`config.mk`:
```
export PLATFORM = sky130hd
export DESIGN_NAME = gslpf_back
export DESIGN_NICKNAME = d
export VERILOG_FILES = /design/src/gslpf_pkg.sv /design/src/gslpf_back.sv
export SDC_FILE = /design/constraint.sdc
export NUM_CORES = 1
export LEC_CHECK = 0
export ABC_AREA = 1
export BUFFER_PORTS_ARGS = -buffer_cell sky130_fd_sc_hd__buf_2
export CORE_UTILIZATION = 50
export CTS_CLUSTER_SIZE = 25
export DETAILED_ROUTE_END_ITERATION = 7
export PLACE_DENSITY_LB_ADDON = 0.08
export SLEW_MARGIN = 20
export SYNTH_ARGS = -nofsm -noshare
export SYNTH_HDL_FRONTEND = slang
export SYNTH_SLANG_ARGS = --single-unit
```
`constraint.sdc`:
```
create_clock -name i_clk -period 2.7 [get_ports i_clk]
set_clock_uncertainty 0.15 [all_clocks]
set_input_delay 0.675 -clock i_clk [delete_from_list [all_inputs] [get_ports i_clk]]
set_output_delay 0.675 -clock i_clk [all_outputs]
set_load 0.01 [all_outputs]
```
`src/gslpf_pkg.sv`:
```
// shared types, constants and the peak test for the local peak finder
package gslpf_pkg;

    localparam int COORD_W     = 11;
    localparam int CFG_W       = 11;
    localparam int CFG_IDX_W   = 2;
    localparam int QUEUE_DEPTH = 4;
    localparam int QPTR_W      = $clog2(QUEUE_DEPTH);
    localparam int QCNT_W      = $clog2(QUEUE_DEPTH + 1);

    localparam int DEF_MAX_COLS   = 1024;
    localparam int DEF_MAX_ROWS   = 1024;
    localparam int DEF_VALUE_BITS = 16;

    typedef enum logic [CFG_IDX_W-1:0] {
        CFG_NUM_ROWS   = 2'd0,
        CFG_NUM_COLS   = 2'd1,
        CFG_TARGET_ROW = 2'd2,
        CFG_TARGET_COL = 2'd3
    } t_cfg_idx;

    typedef struct packed {
        logic [CFG_W-1:0] num_rows;
        logic [CFG_W-1:0] num_cols;
        logic [CFG_W-1:0] target_row;
        logic [CFG_W-1:0] target_col;
    } t_cfg;

    // pend bits 0..3 are the four window checks in emit order, bit 4 the verdict
    typedef struct packed {
        logic [COORD_W-1:0] row;
        logic [COORD_W-1:0] col;
        logic [4:0]         pend;
        logic               hit;
    } t_rec;

    typedef logic signed [31:0] t_val;
    typedef t_val t_win [9];

    // center strictly above every in-grid neighbour; rv/cv mark window rows/cols inside the grid
    function automatic logic is_peak(t_win w, int ci, int cj, logic [2:0] rv, logic [2:0] cv);
        logic p;
        p = 1'b1;
        for (int wi = 0; wi < 3; wi++) begin
            for (int wj = 0; wj < 3; wj++) begin
                if (!(wi == ci && wj == cj) && wi >= ci - 1 && wi <= ci + 1 &&
                    wj >= cj - 1 && wj <= cj + 1 && rv[wi] && cv[wj] &&
                    w[wi*3+wj] >= w[ci*3+cj]) begin
                    p = 1'b0;
                end
            end
        end
        return p;
    endfunction

endpackage

```
`src/gslpf_back.sv`:
```
// back end: unpacks result records into words on the output register
module gslpf_back
    import gslpf_pkg::*;
(
    input  logic               i_clk,
    input  logic               i_rst_n,
    input  logic               i_empty,
    input  t_rec               i_rec,
    output logic               o_pop,
    output logic               o_valid,
    input  logic               i_stall,
    output logic               o_kind,
    output logic [COORD_W-1:0] o_peak_row,
    output logic [COORD_W-1:0] o_peak_col,
    output logic               o_target_hit,
    output logic               o_last
);

    t_rec               r_rec;
    logic [4:0]         r_pend;
    logic               r_out_valid;
    logic               r_kind, r_hit, r_last;
    logic [COORD_W-1:0] r_prow, r_pcol;

    t_rec               cur;
    logic [4:0]         cur_pend, low, n_pend;
    logic               slot_free, emit;
    logic [COORD_W-1:0] row_p1, col_p1;

    always_comb begin
        o_pop     = (r_pend == '0) && !i_empty;
        cur       = o_pop ? i_rec : r_rec;
        cur_pend  = o_pop ? i_rec.pend : r_pend;
        low       = cur_pend & (~cur_pend + 5'd1);
        slot_free = !r_out_valid || !i_stall;
        emit      = slot_free && (cur_pend != '0);
        n_pend    = emit ? (cur_pend & ~low) : cur_pend;
        row_p1    = COORD_W'(cur.row + 1'b1);
        col_p1    = COORD_W'(cur.col + 1'b1);
    end

    always_ff @(posedge i_clk) begin
        if (o_pop) begin
            r_rec <= i_rec;
        end
        if (emit) begin
            r_kind <= low[4];
            r_last <= low[4];
            r_hit  <= low[4] && cur.hit;
            r_prow <= (low[1] || low[3]) ? row_p1 : (low[4] ? '0 : cur.row);
            r_pcol <= (low[2] || low[3]) ? col_p1 : (low[4] ? '0 : cur.col);
        end
    end

    always_ff @(posedge i_clk) begin
        if (!i_rst_n) begin
            r_pend      <= '0;
            r_out_valid <= 1'b0;
        end else begin
            r_pend <= n_pend;
            if (emit) begin
                r_out_valid <= 1'b1;
            end else if (slot_free) begin
                r_out_valid <= 1'b0;
            end
        end
    end

    assign o_valid      = r_out_valid;
    assign o_kind       = r_kind;
    assign o_peak_row   = r_prow;
    assign o_peak_col   = r_pcol;
    assign o_target_hit = r_hit;
    assign o_last       = r_last;

    a_verdict_last: assert property (@(posedge i_clk) disable iff (!i_rst_n)
        emit && low[4] |-> cur_pend == 5'b10000)
        else $error("verdict emitted ahead of pending peaks");

endmodule

```
==> results.md <==
- Status: finished, final reports clean
- DRC Markers: 0
- Share of layout cells above drive strength 1: 31.1%
- Vias in the first global route: slightly below 2000
- DR vias/cell: 4.76
- Ant. Diodes: 0
- Post-Place Cells: 458
- Port bufs: 58
- Worst hold slack: 0.317 ns
- Hold_buf cts: 0
- Total GRT Usage: 20.2%
- Reg-to-reg endpoint: o_peak_row[10]$_DFFE_PN_
- R2R depth: 10
- Syn Nets: 362
- Hold Path Cell Cnt: 2
- Final Cycle Share: 85.2%
- Post-route ant nets: 0
- CTS Buffer Depth: 2
- Crit Path Max Fanout: 11
- Core area: 5140 um^2
- Max-Slew Margin vs Limit: between 70 and 80%
- Crit path time final: 2.30 ns
- GRT Residual Overflow: 0
- Wire per inst: 11.1 um
- CP Data Arrival Time: 1.47 ns
- Final cell count without fillers: 466
- Most frequent cells in the layout: nand2_1, buf_2, inv_1
- H-tree levels: 2
- Yosys warns: 0
- Gpl congestion: 0.811
- Sequential-to-total area share from yosys stat: 48.5%
- Post-route total power: 3.98 mW
- Crit end category: output pin
- Leakage: ~1.7 nW
- Slew at the pin closest to its max-slew limit: 0.310 ns
- Min-delay worst type: reg2reg
- DRT Pass-1 Iters: 4
- Min-delay src: r_rec[0]$_DFF_P_
- IO Pins: 59
- Fin. max-slew vios: 0
- Post-Syn Area per Cell: roughly 8.1 um^2
- Ys async rst share: 0%
- Flop2flop setup slack: 0.58 ns
- Total Die Area: 5670 um^2
- Starting DRC count in detailed routing: 79
- Die Ht: 75.3 um
- GRT busiest layer: met2
- Fmax: 435 MHz
- VDD IR-drop max: 0.590 mV
- Grt met3 use: approximately 4.0%
- PostCTS Resize Cnt: 0
- Post-synth cell types: 28
- Setup violators final: 0
- Startpoint types: input port
- Data required time at the worst endpoint: around 1.9 ns
- Hold violation total from the final report: 0
- Worst path slowest cell: inv_2
- Antenna violations before repair: 0
- Global-route wire length before repair: 8540 um
- Vias: 2217
- Unrepaired setup endpoints after global routing: false
- Post-Synthesis Cells: 330
- Grt met2 use: 35.1%
- Final wirelength: just over 5000 um
- Nets: between 400 and 500
- Min-Delay Endpoint: r_rec[0]$_DFF_P_
- Clock slew at reported path FFs: ~0.090 ns
- Total clock sinks: between 50 and 60
- TritonCTS Buffers: 5
- Starting density of the core: 52.2%
- DPL Wire Length: 3850 um
- Origin of the critical flop-to-flop path: r_pend[0]$_SDFF_PP0_
- CP cell instances: buf_2 -> nor2_2 -> nand3_4 -> inv_2 -> buf_2
- Area Growth Syn to Fin: 19.3%
- Postcts setup bufs: 0
- Commonest non-fill, non-tap cell in the layout: nand2_1
- Die width: 75.3 um
- CTS root buffer: clkbuf_8
- Max incr delay on CP: 0.21 ns
- EDFF count, synth: 24
- Max-Cap Viols: 0
- Critical path type: in2out
- CTS tree: done
- Critical Path Most Common Cell: buf_2
- Setup TNS Final: 0 ns
- Pwr dens: approximately 1200 nW/um^2
- Netlist Area Pre-Place: 2690 um^2
- Seq cells post-synth: 53
- Dominant synthesized flop cell: dfxtp_1
- Rows: 26
- Pin count of the biggest net entering global routing: 24
- GR Layer Usage met1: ~25%
- Clk Latency, worst-skew pair: 0.31 ns
cell usage after synthesis (3+ instances only):
cell / n / area share (%)
nor2_1: 18 / 2.5
o21ai_0: 4 / 0.75
nor2_4: 3 / 1.3
buf_4: 4 / 1.1
nand2_2: 13 / 3.0
a21oi_1: 14 / 2.6
buf_6: 3 / 1.3
edfxtp_1: 24 / 27
or2_2: 3 / 0.70
inv_2: 4 / 0.56
o21ai_1: 5 / 0.93
nand2_1: 98 / 14
inv_1: 47 / 6.6
dfxtp_1: 29 / 22
nand4_1: 13 / 3.0
nor2_2: 10 / 2.3
o21ai_2: 4 / 1.3
buf_2: 3 / 0.56
nand3_1: 17 / 3.2
sequential cells by signal (all words and copies together) (netlist names):
register,count
r_pend,5
o_target_hit,1
o_last,1
o_valid,1
o_peak_row,11
r_rec,23
o_peak_col,11
area by class of cell:
class / count / area (um^2)
Fill cell: 497 / 1940
Sequential cell: 53 / 1300
Multi-Input combinational cell: 216 / 1110
Timing Repair Buffer: 68 / 390
Inverter: 51 / 191
Tap cell: 70 / 87.6
Clock buffer: 6 / 82.6
Clock inverter: 2 / 37.5
worst max-delay path by stage:
stage	from	to	slack [ns]
after floorplan	i_empty	o_last$_DFFE_PN_	0.34
final	i_empty	o_pop	0.40
after global placement	i_empty	o_peak_col[5]$_DFFE_PN_	0.21
after detailed placement	i_empty	o_peak_col[5]$_DFFE_PN_	0.17
after CTS	i_empty	o_pop	0.38
after global routing	i_empty	o_pop	0.32
worst max-delay path: cells and delay by family:
kind,cells,cell delay (ns)
simple gates,2,0.30
buf+inv,3,0.48
kinds of logic after synthesis:
| family | Yosys count | synth area share, % |
|---|---|---|
| simple gates | 183 | 33.9 |
| compound gates | 33 | 7.60 |
| flops | 53 | 48.5 |
| buf+inv | 61 | 10.1 |
power breakdown:
group | total [mW] | leakage, nW | switching, mW | internal, mW
Sequential | 1.44 | 0.485 | 0.0924 | 1.35
Clock | 0.564 | 0.0574 | 0.262 | 0.302
Combinational | 1.98 | 1.14 | 1.27 | 0.704
Total | 3.98 | 1.69 | 1.63 | 2.35
metal layers:
layer / part of all wire, % / vias up
li1: - / 1172
met5: 0 / -
met1: 49 / 991
met2: 46 / 50
met4: 0.89 / 0
met3: 3.7 / 4
stage by stage:
stage               cell area, um^2  setup slack, ns  util (%)
detailed placement             3080            0.172      60.0
CTS                            3200            0.384      62.3
floorplan                      2690            0.342         -
global route                   3200            0.324      62.3
global placement               3080            0.209      60.0
finish                         3200            0.400      62.3
Note: power is estimated with default switching activity, not from simulation.
