--- src/gslpf_pkg.sv ---
// shared types, constants and the peak test for the local peak finder
package gslpf_pkg;

    localparam int COORD_W     = 11;
    localparam int CFG_W       = 11;
    localparam int CFG_IDX_W   = 2;
    localparam int QUEUE_DEPTH = 4;
    localparam int QPTR_W      = $clog2(QUEUE_DEPTH);
    localparam int QCNT_W      = $clog2(QUEUE_DEPTH + 1);

    localparam int DEF_MAX_COLS   = 1024;
    localparam int DEF_MAX_ROWS   = 1024;
    localparam int DEF_VALUE_BITS = 16;

    typedef enum logic [CFG_IDX_W-1:0] {
        CFG_NUM_ROWS   = 2'd0,
        CFG_NUM_COLS   = 2'd1,
        CFG_TARGET_ROW = 2'd2,
        CFG_TARGET_COL = 2'd3
    } t_cfg_idx;

    typedef struct packed {
        logic [CFG_W-1:0] num_rows;
        logic [CFG_W-1:0] num_cols;
        logic [CFG_W-1:0] target_row;
        logic [CFG_W-1:0] target_col;
    } t_cfg;

    // pend bits 0..3 are the four window checks in emit order, bit 4 the verdict
    typedef struct packed {
        logic [COORD_W-1:0] row;
        logic [COORD_W-1:0] col;
        logic [4:0]         pend;
        logic               hit;
    } t_rec;

    typedef logic signed [31:0] t_val;
    typedef t_val t_win [9];

    // center strictly above every in-grid neighbour; rv/cv mark window rows/cols inside the grid
    function automatic logic is_peak(t_win w, int ci, int cj, logic [2:0] rv, logic [2:0] cv);
        logic p;
        p = 1'b1;
        for (int wi = 0; wi < 3; wi++) begin
            for (int wj = 0; wj < 3; wj++) begin
                if (!(wi == ci && wj == cj) && wi >= ci - 1 && wi <= ci + 1 &&
                    wj >= cj - 1 && wj <= cj + 1 && rv[wi] && cv[wj] &&
                    w[wi*3+wj] >= w[ci*3+cj]) begin
                    p = 1'b0;
                end
            end
        end
        return p;
    endfunction

endpackage

--- src/gslpf_queue.sv ---
// small queue of result records between the window stage and the output side
module gslpf_queue
    import gslpf_pkg::*;
(
    input  logic i_clk,
    input  logic i_rst_n,
    input  logic i_push,
    input  t_rec i_rec,
    output logic o_full,
    input  logic i_pop,
    output logic o_empty,
    output t_rec o_rec
);

    t_rec              r_mem [QUEUE_DEPTH];
    logic [QPTR_W-1:0] r_wp, r_rp;
    logic [QCNT_W-1:0] r_cnt;

    assign o_full  = r_cnt == QCNT_W'(QUEUE_DEPTH);
    assign o_empty = r_cnt == '0;
    assign o_rec   = r_mem[r_rp];

    always_ff @(posedge i_clk) begin
        if (i_push) begin
            r_mem[r_wp] <= i_rec;
        end
    end

    always_ff @(posedge i_clk) begin
        if (!i_rst_n) begin
            r_wp  <= '0;
            r_rp  <= '0;
            r_cnt <= '0;
        end else begin
            if (i_push) begin
                r_wp <= QPTR_W'(r_wp + 1'b1);
            end
            if (i_pop) begin
                r_rp <= QPTR_W'(r_rp + 1'b1);
            end
            if (i_push && !i_pop) begin
                r_cnt <= r_cnt + 1'b1;
            end else if (!i_push && i_pop) begin
                r_cnt <= r_cnt - 1'b1;
            end
        end
    end

    a_no_over: assert property (@(posedge i_clk) disable iff (!i_rst_n)
        !(i_push && o_full))
        else $error("push into full queue");

    a_no_under: assert property (@(posedge i_clk) disable iff (!i_rst_n)
        !(i_pop && o_empty))
        else $error("pop from empty queue");

endmodule

--- config.mk ---
export PLATFORM = sky130hd
export DESIGN_NAME = gslpf_queue
export DESIGN_NICKNAME = d
export VERILOG_FILES = /design/src/gslpf_pkg.sv /design/src/gslpf_queue.sv
export SDC_FILE = /design/constraint.sdc
export NUM_CORES = 1
export LEC_CHECK = 0
export BUFFER_PORTS_ARGS = -buffer_cell sky130_fd_sc_hd__buf_2
export CORE_MARGIN = 5
export CORE_UTILIZATION = 25
export CTS_CLUSTER_DIAMETER = 100
export DETAILED_ROUTE_END_ITERATION = 10
export REMOVE_ABC_BUFFERS = 1
export SYNTH_ARGS = -nofsm -noshare
export SYNTH_HDL_FRONTEND = slang
export SYNTH_SLANG_ARGS = --single-unit
--- constraint.sdc ---
create_clock -name i_clk -period 3.3 [get_ports i_clk]
set_clock_uncertainty 0.1 [all_clocks]
set_input_delay 0.66 -clock i_clk [delete_from_list [all_inputs] [get_ports i_clk]]
set_output_delay 0.66 -clock i_clk [all_outputs]
set_load 0.005 [all_outputs]
==> results of run 1 <==
-- cell families after synthesis --
logic type | Yosys count | share of synthesized area, %
AO/OA/AOI/OAI | 2 | 0.276
adder cells (fa/ha/maj) | 6 | 1.82
XOR/XNOR | 5 | 0.966
AND/OR/NAND/NOR | 15 | 2.01
flip-flops | 121 | 78.1
multiplexers | 30 | 15.0
buffers and inverters | 10 | 1.79
-- layout make-up --
class | instances | area [um2]
Fill cell | 1742 | 12200
Clock inverter | 15 | 153
Sequential cell | 121 | 3550
Inverter | 4 | 15.0
Multi-Input combinational cell | 58 | 916
Clock buffer | 17 | 425
Timing Repair Buffer | 63 | 320
Tap cell | 229 | 287
-- worst paths after layout --
kind	start	to	slack (ns)
max	flip-flop	o_rec[17]	0.39
min reg2reg	r_cnt[2]$_SDFFE_PN0P_	r_cnt[2]$_SDFFE_PN0P_	0.45
max reg2reg	r_wp[0]$_SDFFE_PN0P_	r_mem[0][5]$_DFFE_PP_	1.52
min	i_rec[24]	r_mem[0][24]$_DFFE_PP_	0.36
-- per-stage QoR --
step           util [%]  cell area, um2  std cells  power (mW)  hold WS, ns
2_1_floorplan         -            4470        183        1.99        0.372
4_1_cts            31.6            5660        507        3.93        0.339
3_3_place_gp       28.4            5080        475        2.13        0.385
3_5_place_dp       28.4            5080        475        2.14        0.442
5_1_grt            31.6            5660        507        4.03        0.346
6_report           31.6            5660        507        3.87        0.364
-- worst max-delay path: stages (launching register included) --
cell and delay, ns:
dfxtp_2 0.75, buf_4 0.33, mux4_2 0.52, buf_2 0.14
-- flip-flops by register name, summed over array words and instances (netlist names), named ones only --
name	count
r_wp	2
r_rp	2
r_mem	112
r_cnt	3
-- power groups by stage --
stage                     logic, mW  clock network [mW]  registers [mW]
after floorplan               0.156                   0            1.83
after global placement        0.288                   0            1.84
after detailed placement      0.296                   0            1.85
after CTS                     0.297                1.82            1.82
after global routing          0.320                1.89            1.82
final                         0.285                1.78            1.81
-- synthesized netlist by cell type, drive strengths merged --
master and instances:
buf 6, ha 5, o21ai 1, mux2i 2, mux4 28, and2 9, nor3 1, or3 1
a21boi 1, nor3b 1, inv 4, dfxtp 9, fa 1, xor2 3, xnor2 2, nor2b 2
nand2 1, edfxtp 112
-- metal layers --
| metal | GRT usage [%] | vias to the layer above | wire [um] |
|---|---|---|---|
| li1 | - | 941 | - |
| met1 | 11.0 | 1073 | 3750 |
| met5 | 0 | - | 0 |
| met3 | 4.17 | 11 | 614 |
| met4 | 3.63 | 0 | 164 |
| met2 | 13.5 | 68 | 4090 |
==> results.toml, run 1 <==
[outcome]
status = "finished clean"

[grt]
grt_pass1_wl_um = 13300
grt_pass1_vias = 2310
grt_usage_pct = 8.90
grt-ovfl-total = 0
antenna_found_initial = 0
grt_max_degree = 29

[sta]
fin_ws_ns = 0.387
rsz0062_at_grt = "false"
finalHoldViolations = 0
fin_crit_ns = 2.91
relSlewSlack_pct = 43.3
fmax_mhz = 343
worstMarginPinSlew_ns = 0.851
maxSlewViolCount = 0
setup_viol = 0
finalCritPeriodShare_pct = 88.3
fin_tns_setup_ns = 0

[floorplanning]
core-area_um2 = 17900
die_height_um = 145
rows = 49
ios = 62
dieArea_um2 = 20900
start_util_pct = 25.3
chipWidth_um = 145

[placed_design]
dp_hpwl_um = 5220
pre_cts_ws_ns = 0.746
portBuffers = 61
place_congestion = 0.656

[min_path]
holdPathStages = 1
hp-class = "primary input to flip-flop"

[logic_synthesis]
synth_area_per_cell_um2 = 24.0
synth_largest_area_cell = "edfxtp_1"
yosys_register_bits = 121
yosys_warnings = 0
ys_types = 21
seq_area_frac_synth_pct = 78.1
netlist_instances = 189
synth_area_leaders = "edfxtp_1, mux4_2, mux4_1, dfxtp_1, ha_1"
synth_top_area_share_pct = 74.2
synth_area_um2 = 4540

[drt]
drcViolationCount = 0
postRouteAntennaNets = 0
wire_per_inst_um = 17.0
viasPerCell = 4.13
via_count = 2093
dr.pass1.iters = 4
drt-total-wl_um = 8620
drt-initial-drc-count = 100

[power]
seq_power_share_pct = 46.8
powerDensity_nw_per_um2 = 684
pwr-share-clk_pct = 45.9
power.internal_mw = 3.02
power_frac_comb_pct = 7.3
vdd_ir_drop_max_mv = 0.332
p_leak_nw = 1.93
p_switching_uw = 852
swShare_pct = 22.0

[setup_path]
crit_fanout = 18
r2r_cells = 3
endpoint_kind = "primary output"
startpoint_type = "flip-flop"
critPathKind = "flip-flop to primary output"
worstPathArrival_ns = 2.15
cp.required_ns = 2.54

[job]
maxCapViolCount = 0

[cts]
cts_sinks = 121
hold_buffers = 0
cts_setup_buffers = 0
clk_path_buf_depth = 2
cts_buffers = 17
cts_tree = "done"
ctsHtreeMaxLevel = 4
post_cts_resized = 0
clk_pin_slew_ns = 0.06
clock-root-buffer = "clkbuf_16"
clkLatencyLatePin_ns = 0.41

[layout]
layout_commonest_cell = "edfxtp_1"
area_growth_pct = 24.8
drive_gt1_share_pct = 42.8
nets = 303
final_cell_mix = "edfxtp_1, buf_2, mux4_2"
diodes = 0
Note: power is estimated with default switching activity, not from simulation.
==> run 2: changes to the inputs <==
--- a/config.mk
+++ b/config.mk
@@ -6,6 +6,7 @@
 export NUM_CORES = 1
 export LEC_CHECK = 0
 export BUFFER_PORTS_ARGS = -buffer_cell sky130_fd_sc_hd__buf_2
+export CORE_ASPECT_RATIO = 0.75
 export CORE_MARGIN = 5
 export CORE_UTILIZATION = 25
 export CTS_CLUSTER_DIAMETER = 100
==> run 2 against run 1 <==
Net effect:
- via count is 0.81% higher
- critical path depth unchanged
- register-to-register slack barely moved
- critical endpoint is now o_rec[23]
- largest power group is now the clock network
- highest routed layer is now met5
==> results.toml, run 2 (synthesis results as in run 1) <==
[layout]
largest_register = "r_mem"
nFillCells = 1693
seq_area_um2 = 3550
final_cell_mix = "edfxtp_1, buf_2, mux4_2"
area_growth_pct = 26.9
multiInputGateArea_um2 = 916
largest_reg_flops = 112
drive_gt1_share_pct = 43.0
nets = 302
layout_commonest_cell = "edfxtp_1"
diodes = 0
largestRegisters = "r_mem (112), r_cnt (3)"

[cts]
clkLatencyLatePin_ns = 0.40
hold_buffers = 0
clk_path_buf_depth = 2
clock-root-buffer = "clkbuf_16"
clk_pin_slew_ns = 0.06
ctsHtreeMaxLevel = 4
cts_tree = "done"
cts_buffers = 17
post_cts_resized = 0
cts_setup_buffers = 0
cts_sinks = 121

[setup_path]
critPathBufInv = 2
worstPathArrival_ns = 1.95
slowest_delay_ns = 0.57
crit_slowest_cell = "mux4_1"
startpoint_type = "flip-flop"
crit_fanout = 19
cp_top_family = "multiplexers"
crit_chain = "buf_12 > mux4_1 > buf_2"
critPathKind = "flip-flop to primary output"
r2r_start = "r_wp[0]$_SDFFE_PN0P_"
endpoint_kind = "primary output"
cp.required_ns = 2.54

[drt]
postRouteAntennaNets = 0
dr.pass1.iters = 4
drcViolationCount = 0
drt-total-wl_um = 8670
via_count = 2110
drt-initial-drc-count = 60
wire_per_inst_um = 16.7
viasPerCell = 4.07

[floorplanning]
rows = 42
core-area_um2 = 17700
ios = 62
chipWidth_um = 166
die_height_um = 127
start_util_pct = 25.6
dieArea_um2 = 21000

[grt]
grt-ovfl-total = 0
antenna_found_initial = 2
grt_usage_pct = 8.87
grt_max_degree = 29
grt_pass1_wl_um = 13400
grt_pass1_vias = 2386

[sta]
rsz0062_at_grt = "false"
whs_ns = 0.361
worstMarginPinSlew_ns = 0.855
fin_crit_ns = 2.71
finalCritPeriodShare_pct = 82.1
finalHoldViolations = 0
maxSlewViolCount = 0
fin_tns_setup_ns = 0
relSlewSlack_pct = 43.0
fmax_mhz = 369
setup_viol = 0

[power]
p_leak_nw = 1.97
powerDensity_nw_per_um2 = 715
vdd_ir_drop_max_mv = 0.291

[job]
maxCapViolCount = 0

[min_path]
hp-class = "primary input to flip-flop"
worstHoldStart = "i_rec[25]"

[placed_design]
portBuffers = 61
place_congestion = 0.617
dp_hpwl_um = 5260

[outcome]
status = "finished clean"
run 2: changes by cell type in the layout (fill, tap and decap cells not counted), sizes merged:
cell	change
buf	-1
clkinvlp	-3
bufinv	+3
run 2: report_power, final:
| group | internal, mW | switching, mW | leakage, nW |
|---|---|---|---|
| logic | 0.155 | 0.140 | 0.562 |
| clock network | 1.34 | 0.675 | 0.307 |
| registers | 1.76 | 0.0426 | 1.10 |
| total | 3.26 | 0.857 | 1.97 |
run 2: area by class of cell:
type                       count  share of cell area [%]
multi-input combinational     58                    15.9
inverter                       4                   0.261
timing repair buffer          62                    5.65
sequential                   121                    61.6
tap                          242                    5.26
clock buffer                  17                    7.39
clock inverter                15                    3.91
run 2: worst paths after layout:
path / endpoint / slack, ns / depth (start not counted)
worst min-delay path: r_mem[0][25]$_DFFE_PP_ / 0.36 / 1
worst max-delay path: o_rec[23] / 0.59 / 3
worst min register to register: r_cnt[2]$_SDFFE_PN0P_ / 0.44 / 2
worst max register to register: r_mem[0][12]$_DFFE_PP_ / 1.52 / 3
run 2: worst register-to-register path: stages (launching register included):
cell and delay [ns]:
dfxtp_1 0.34, inv_1 0.10, ha_1 0.15, and2_2 0.69
run 2: layer usage:
metal  routed length (um)  vias to the layer above  track usage, %
li1                     -                      947               -
met1                 3680                     1088            10.5
met2                 4260                       56            14.1
met3                  591                       15            4.09
met4                  111                        4            3.35
met5                   21                        -               0
run 2: through the flow:
step           total power, mW  area (um2)  setup slack (ns)  util (%)  std cells
2_1_floorplan             1.99        4470             0.633         -        183
3_3_place_gp              2.13        5100              1.01      28.8        487
3_5_place_dp              2.15        5100             0.976      28.8        487
4_1_cts                   4.18        5760             0.534      32.5        519
5_1_grt                   4.28        5760             0.474      32.5        519
6_report                  4.11        5760             0.590      32.5        519
==> run 3: changes to the inputs <==
--- a/config.mk
+++ b/config.mk
@@ -5,6 +5,7 @@
 export SDC_FILE = /design/constraint.sdc
 export NUM_CORES = 1
 export LEC_CHECK = 0
+export ABC_AREA = 1
 export BUFFER_PORTS_ARGS = -buffer_cell sky130_fd_sc_hd__buf_2
 export CORE_ASPECT_RATIO = 0.75
 export CORE_MARGIN = 5
==> constraint.sdc (replaced) <==
create_clock -name i_clk -period 2.44 [get_ports i_clk]
set_clock_uncertainty 0.1 [all_clocks]
set_input_delay 0.488 -clock i_clk [delete_from_list [all_inputs] [get_ports i_clk]]
set_output_delay 0.488 -clock i_clk [all_outputs]
set_load 0.005 [all_outputs]
==> run 3 against run 2 <==
Net effect:
- final cell count rose by 29%
- largest power group unchanged
- first-iteration DRC count is 98% higher
- hold slack worse by 0.17 ns
- critical path type unchanged
- combinational power is 37% higher
==> results.toml, run 3 <==
[min_path]
worstHoldStart = "i_rec[9]"
holdPathStages = 1
hp-class = "primary input to flip-flop"
hold_path_end = "r_mem[3][9]$_DFFE_PP_"

[setup_path]
critPathKind = "flip-flop to primary output"
r2r_slack_ns = 1.02
r2r_start = "r_wp[0]$_SDFFE_PN0P_"
crit_fanout = 30
endpoint_kind = "primary output"
startpoint_type = "flip-flop"
r2r_cells = 5
reg2reg_to = "r_mem[0][2]$_DFFE_PP_"
worstPathArrival_ns = 1.73
cp.required_ns = 1.85

[drt]
dr.pass1.iters = 4
via_count = 2815
postRouteAntennaNets = 0
wire_per_inst_um = 15.4
drt-total-wl_um = 10300
viasPerCell = 4.21
drt-initial-drc-count = 119
drcViolationCount = 0

[floorplanning]
die_height_um = 127
start_util_pct = 25.1
rows = 43
core-area_um2 = 18300
dieArea_um2 = 21200
chipWidth_um = 167
ios = 62

[layout]
layout_commonest_cell = "edfxtp_1"
area_growth_pct = 28.6
nFillCells = 1809
post-route-util_pct = 32.3
diodes = 0
final_cell_mix = "edfxtp_1, nor2_1, buf_2"
nets = 446
largest_reg_flops = 112
largest_register = "r_mem"
final_cell_area_um2 = 5910
largestRegisters = "r_mem (112), r_cnt (3)"
seq_area_um2 = 3550
drive_gt1_share_pct = 26.4
multiInputGateArea_um2 = 872

[sta]
worstMarginPinSlew_ns = 0.329
relSlewSlack_pct = 78.1
rsz0062_at_grt = "false"
fin_crit_ns = 2.31
setup_viol = 0
finalCritPeriodShare_pct = 94.8
maxSlewViolCount = 0
fmax_mhz = 432
finalHoldViolations = 0
fin_tns_setup_ns = 0

[cts]
clkLatencyLatePin_ns = 0.41
cts_buffers = 17
cts_tree = "done"
clk_path_buf_depth = 2
clock-root-buffer = "clkbuf_16"
ctsHtreeMaxLevel = 4
clk_pin_slew_ns = 0.06
hold_buffers = 0
cts_setup_buffers = 0
cts_sinks = 121

[logic_synthesis]
synth_top_family_by_area = "compound AO/OA/AOI/OAI gates"
synth_area_per_cell_um2 = 14.0
synthAdderAreaFrac_pct = 1.80
async_flop_share_pct = 0
synth_edf_count = 112
yosysMostFrequentCell = "edfxtp_1"
yosys_register_bits = 121
synth_top_area_share_pct = 73.2
yosys.area_share.simple_pct = 6.18
ys_types = 20
synth.area.mux_share_pct = 0
netlist_instances = 329
synthXorXnorAreaFrac_pct = 0
synth_ff_type = "edfxtp_1"
seq_area_frac_synth_pct = 77.1
yosys_warnings = 0
synth_area_leaders = "edfxtp_1, o21ai_0, nor2_1, dfxtp_1, o22ai_1"
synthTopCellsByCount = "edfxtp_1, nor2_1, o21ai_0, o22ai_1"
synth_area_um2 = 4600
synth_largest_area_cell = "edfxtp_1"
synth_compound_area_share_pct = 11.0

[grt]
grt-ovfl-total = 0
grt_max_degree = 31
grt_pass1_vias = 2819
grt_pass1_wl_um = 16200
antenna_found_initial = 1
grt_usage_pct = 10.1

[power]
p_leak_nw = 2.15
powerDensity_nw_per_um2 = 953
vdd_ir_drop_max_mv = 0.409

[job]
maxCapViolCount = 0

[placed_design]
placed_area_um2 = 5230
portBuffers = 61
dp_hpwl_um = 6560
place_congestion = 0.703

[outcome]
status = "finished clean"
[run 3: changes by cell type after synthesis, moves of 9 or more]
cell	before	now
and2_1	9	0
inv_1	4	15
mux4_2	20	0
nor2_1	0	61
o21ai_0	1	47
o21ai_1	0	15
o22ai_1	0	28
[run 3: layer usage]
metal | GRT usage (%) | share of wire, % | vias up | wire length (um)
met5 | 0 | 0.087 | - | 9
met4 | 3.03 | 1.1 | 2 | 110
met3 | 4.36 | 4.9 | 12 | 505
met2 | 16.3 | 49 | 56 | 5020
met1 | 12.5 | 45 | 1369 | 4650
li1 | - | - | 1376 | -
[run 3: power by group]
group,internal (mW),switching [mW]
Sequential,2.37,0.0360
Clock,1.92,0.903
Combinational,0.156,0.249
[run 3: area by class of cell]
cell class,instances,area share (%)
Clock inverter,14,4.13
Multi-Input combinational cell,174,14.8
Timing Repair Buffer,77,7.48
Sequential cell,121,60.1
Tap cell,247,5.23
Clock buffer,18,7.26
Inverter,17,1.08
[run 3: critical path, stage by stage, from the launching register on]
cell     delay, ns
dfxtp_4       0.41
inv_2         0.07
buf_4         0.30
o21ai_0       0.13
o22ai_1       0.22
buf_2         0.17
[run 3: timing repair]
action                                  CTS  global route
resized for setup                         1             2
cloned                                    0             0
endpoints found under the hold margin     0             0
endpoints found under the setup margin    1            10
pin swaps                                 0             0
[run 3: worst max-delay path by stage]
stage,startpoint,end,slack [ns]
2_1_floorplan,flip-flop,o_rec[0],-0.16
3_3_place_gp,flip-flop,o_rec[17],0.48
3_5_place_dp,flip-flop,o_rec[17],0.44
4_1_cts,flip-flop,o_rec[4],0.05
5_1_grt,flip-flop,o_rec[17],0.03
6_report,flip-flop,o_rec[17],0.13
[run 3: logic make-up (layout without fill, tap and decap cells)]
kind of cell / Yosys count / in the layout
AO/OA/AOI/OAI: 94 / 94
AND/OR/NAND/NOR: 74 / 74
adder cells (fa/ha/maj): 6 / 6
buffers and inverters: 34 / 126
flip-flops: 121 / 121
[run 3: stage by stage]
| stage | total power, mW | setup slack, ns | cells | hold WS (ns) |
|---|---|---|---|---|
| 2_1_floorplan | 2.63 | -0.163 | 312 | 0.312 |
| 3_3_place_gp | 2.84 | 0.480 | 636 | 0.326 |
| 3_5_place_dp | 2.86 | 0.438 | 636 | 0.343 |
| 4_1_cts | 5.72 | 0.0528 | 668 | 0.168 |
| 5_1_grt | 5.87 | 0.0257 | 668 | 0.168 |
| 6_report | 5.63 | 0.127 | 668 | 0.187 |
